`src/rtl/skt_ram.sv`:
```
// Generic single-port-write, single-port-read RAM with registered read data.
module skt_ram #(
  parameter int WIDTH = 8,
  parameter int DEPTH = 16
) (
  input  logic                     clk,
  input  logic                     we,
  input  logic [$clog2(DEPTH)-1:0] wr_addr,
  input  logic [WIDTH-1:0]         wr_data,
  input  logic [$clog2(DEPTH)-1:0] rd_addr,
  output logic [WIDTH-1:0]         rd_data
);

  logic [WIDTH-1:0] mem [DEPTH];

  always_ff @(posedge clk) begin
    if (we) begin
      mem[wr_addr] <= wr_data;
    end
    rd_data <= mem[rd_addr];
  end

endmodule

```
`config.mk`:
```
export PLATFORM = sky130hd
export DESIGN_NAME = skt_ram
export DESIGN_NICKNAME = d
export VERILOG_FILES = /design/src/rtl/skt_ram.sv
export SDC_FILE = /design/constraint.sdc
export NUM_CORES = 1
export LEC_CHECK = 0
export BUFFER_PORTS_ARGS = -buffer_cell sky130_fd_sc_hd__buf_2
export CAP_MARGIN = 10
export CORE_ASPECT_RATIO = 0.5
export CORE_MARGIN = 2
export CORE_UTILIZATION = 65
export CTS_CLUSTER_SIZE = 40
export DETAILED_ROUTE_END_ITERATION = 8
export MAX_ROUTING_LAYER = met4
export PLACE_DENSITY = 0.84
export SYNTH_ARGS = -nofsm -noshare
export SYNTH_HDL_FRONTEND = slang
export SYNTH_SLANG_ARGS = --single-unit
```
`constraint.sdc`:
```
create_clock -name clk -period 4.2 [get_ports clk]
set_clock_uncertainty 0.15 [all_clocks]
set_input_delay 0.84 -clock clk [delete_from_list [all_inputs] [get_ports clk]]
set_output_delay 0.84 -clock clk [all_outputs]
set_load 0.1 [all_outputs]
```
# == Word-level counts from Yosys, hierarchy flattened ==
# Memories as Yosys holds them, arrays and structs flattened. A register that Yosys moved wholly into a read port is not among the register bits.
# Cells that the tools add are included.
# totals
mem_count,1
in_bits,18
mem_bits_rw,128
output_inout_bits,8
ff_bits,0
# classes
mux,2
# memory_table
name,depth,width,read_ports,rd_clocked_by_memory_dff,write_ports,line,source
mem,16,8,1,1,1,14,logic [WIDTH-1:0] mem [DEPTH];
# op_table
op,count
$mux W1,2

# == Depth between registers and ports, before layout ==
# logic_depth
depth_word,2
mapped_depth,5
depth_no_buf,3

# == Worst setup path after synthesis ==
# No wires, ideal clock.
# synth_path
path_type,input port to flip-flop
start,in wr_addr[2]
end,mem mem[0][0] (enable)
setup_time_ps,383
arrival_ps,1950
path_buffers,0
required_ps,3667
setup_slack_ps,1717
path_stages,2
path_cell_list,or3b_2 nor3_1
# synth_rtl
element,line,source
start: declaration,8,"input logic [$clog2(DEPTH)-1:0] wr_addr,"
end: declaration,14,
# No word-level cell before the write port.

==> qor.yml <==
sta:
  setup_viol: 0
  finalHoldViolCount: 0
  whs_ps: 536.0
  slew_violations: 0
  period_share_pct: 60.72
  fin_crit_ps: 2550
  max-slew-margin-rel_pct: 37.48
  max_freq_mhz: 392.1
  rsz0062_at_grt: "false"
  worst_pin_slew_ps: 937.8
  final.setup.tns_ps: 0
routing:
  postRouteAntennaNets: 0
  drt_iter0_drc: 388
  viasPerCell: 6.895
  wl_per_cell_um: 29.37
  num_vias: 2682
  dr.pass1.iters: 6
  routed_wirelength_um: 11420
  drc: 0
synth:
  syn_area_um2: 5147
  synth_warnings: 0
  synth_edf_count: 128
  syn_avg_cell_area_um2: 22.48
  synth_nets: 247
  async_flop_share_pct: 0
  yosysTopAreaCell: "edfxtp_1"
  dominantRegCellSynth: "edfxtp_1"
  synth_area_leaders: "edfxtp_1, mux4_2, mux4_1"
  synth_top_area_share_pct: 74.67
  ys_top_cells_by_count: "edfxtp_1, mux4_2, a22oi_1, mux4_1, nor2_1"
  ys_ff_latch: 136
  netlist_instances: 229
  synth.most_common_cell: "edfxtp_1"
  seq_area_frac_synth_pct: 77.78
  ys_types: 19
place:
  gp_congestion: 0.7994
  dpl_cell_area_um2: 5364
  dp.cells: 357
  dp_hpwl_um: 6220
  numPortBuffers: 25
floorplan:
  die_h_um: 66.93
  row_count: 22
  die_area_um2: 8690
  num_io_pins: 26
  core_region_area_um2: 7487
  die_w_um: 129.9
  start_util_pct: 68.75
worst_setup_path:
  crit_buf_inv: 1
  slowest_delay_ps: 700
  slowest_stage: "buf_2"
  cp.required_ps: 4340
  endpoint_kind: "flip-flop"
  crit_path_start_kind: "input pin"
  critPathMaxFanout: 30
  path_cells: "buf_2 -> mux4_2 -> a22oi_1 -> nand2_1"
  cp.arrival_ps: 2690
  path_class: "in -> reg"
  critical-path-top-delay-family: "buffers and inverters"
clocking:
  clkSlewWorstSetupHoldPaths_ps: 60
  clock-sinks: 136
  cts.repair.resized: 0
  postCtsSetupBuffers: 0
  cts_tree: "done"
  h-tree-depth: 4
  cts_hold_buf: 0
  clock_latency_ps: 420
  numCtsBuffers: 17
  clk_path_buf_depth: 2
  cts-root-buf: "clkbuf_16"
cells_and_area:
  n_antenna_cell: 0
  fin_cells: 389
  nFillCells: 363
  multi_input_area_um2: 1062
  drive_above_1_share_pct: 28.83
  regArea_um2: 4004
  syn_to_final_growth_pct: 16.43
  fin_area_um2: 5993
  fin_nets: 286
grt:
  antenna_found_initial: 0
  grt_max_degree: 33
  grt_pass1_wl_um: 16820
  track_usage_pct: 30.86
  grt_overflow: 0
  grt_pass1_vias: 2562
power:
  power.leakage_uw: 0.002006
  powerDensity_nw_per_um2: 554.7
  vdd_drop_max_mv: 0.3986
flow_run:
  cap_violations: 0
status:
  outcome: "complete, no violations"
hold_path:
  hp-class: "reg -> reg"
-- metal layers --
metal  up-vias  GRT usage, %  wire (um)
li1       1053             -          -
met1      1365         41.78       4556
met2       230         42.41       5105
met3        34         12.21       1406
met4         0         13.31        354
met5         -             -          0
-- sequential cells by signal (all words and copies together) (netlist names) --
register / count
mem: 128
rd_data: 8
-- power breakdown --
part           internal [uW]  switching [uW]  total [uW]
sequential              1520            13.7        1530
combinational           55.9             152         208
clock                    997             588        1590
-- worst paths after layout --
| kind | from | end | slack (ps) | cells past startpoint |
|---|---|---|---|---|
| min | mem[14][2]$_DFFE_PP_ | rd_data[2]$_DFF_P_ | 540 | 3 |
| max | rd_addr[0] | rd_data[7]$_DFF_P_ | 1650 | 4 |
| min reg2reg | mem[14][2]$_DFFE_PP_ | rd_data[2]$_DFF_P_ | 540 | 3 |
| max reg2reg | mem[11][0]$_DFFE_PP_ | rd_data[0]$_DFF_P_ | 2540 | 3 |
-- through the flow --
stage / total power [uW] / util (%) / setup WS (ps)
after detailed placement: 1758 / 71.64 / 1234
after CTS: 3324 / 80.05 / 1652
after floorplan: 1695 / - / 1717
after global placement: 1751 / 71.64 / 1278
after global routing: 3394 / 80.05 / 1530
final: 3324 / 80.05 / 1650
-- placed cells by master (no fill, tap or decap), drive strengths merged, types with 2 or more instances in the layout --
cell type  count
clkbuf        18
buf           30
nor2          13
clkinv         3
nand2b         2
nand2          9
edfxtp       128
mux4          32
dfxtp          8
a22oi         16
nor3           4
nand3b         2
clkinvlp       6
bufinv         4
-- worst min-delay path: cells and delay by family (launching register included) --
family | cells | cell delay [ps]
flip-flops | 1 | 320
AND/OR/NAND/NOR | 1 | 50
AO/OA/AOI/OAI | 1 | 60
multiplexers | 1 | 230
-- final cells by class --
type,instances,area share [%]
Clock buffer,18,7.161
Clock inverter,14,3.340
Multi-Input combinational cell,83,17.72
Sequential cell,136,66.81
Tap cell,108,2.255
Timing Repair Buffer,30,2.714
-- cells by family (layout without fill, tap and decap cells) --
| kind of cell | after synthesis | in the layout | synth area share [%] |
|---|---|---|---|
| mux | 32 | 32 | 15.02 |
| compound gates | 16 | 16 | 2.334 |
| flops | 136 | 136 | 77.78 |
| simple gates | 35 | 35 | 3.184 |
| buf+inv | 10 | 62 | 1.677 |
Note: power is estimated with default switching activity, not from simulation.
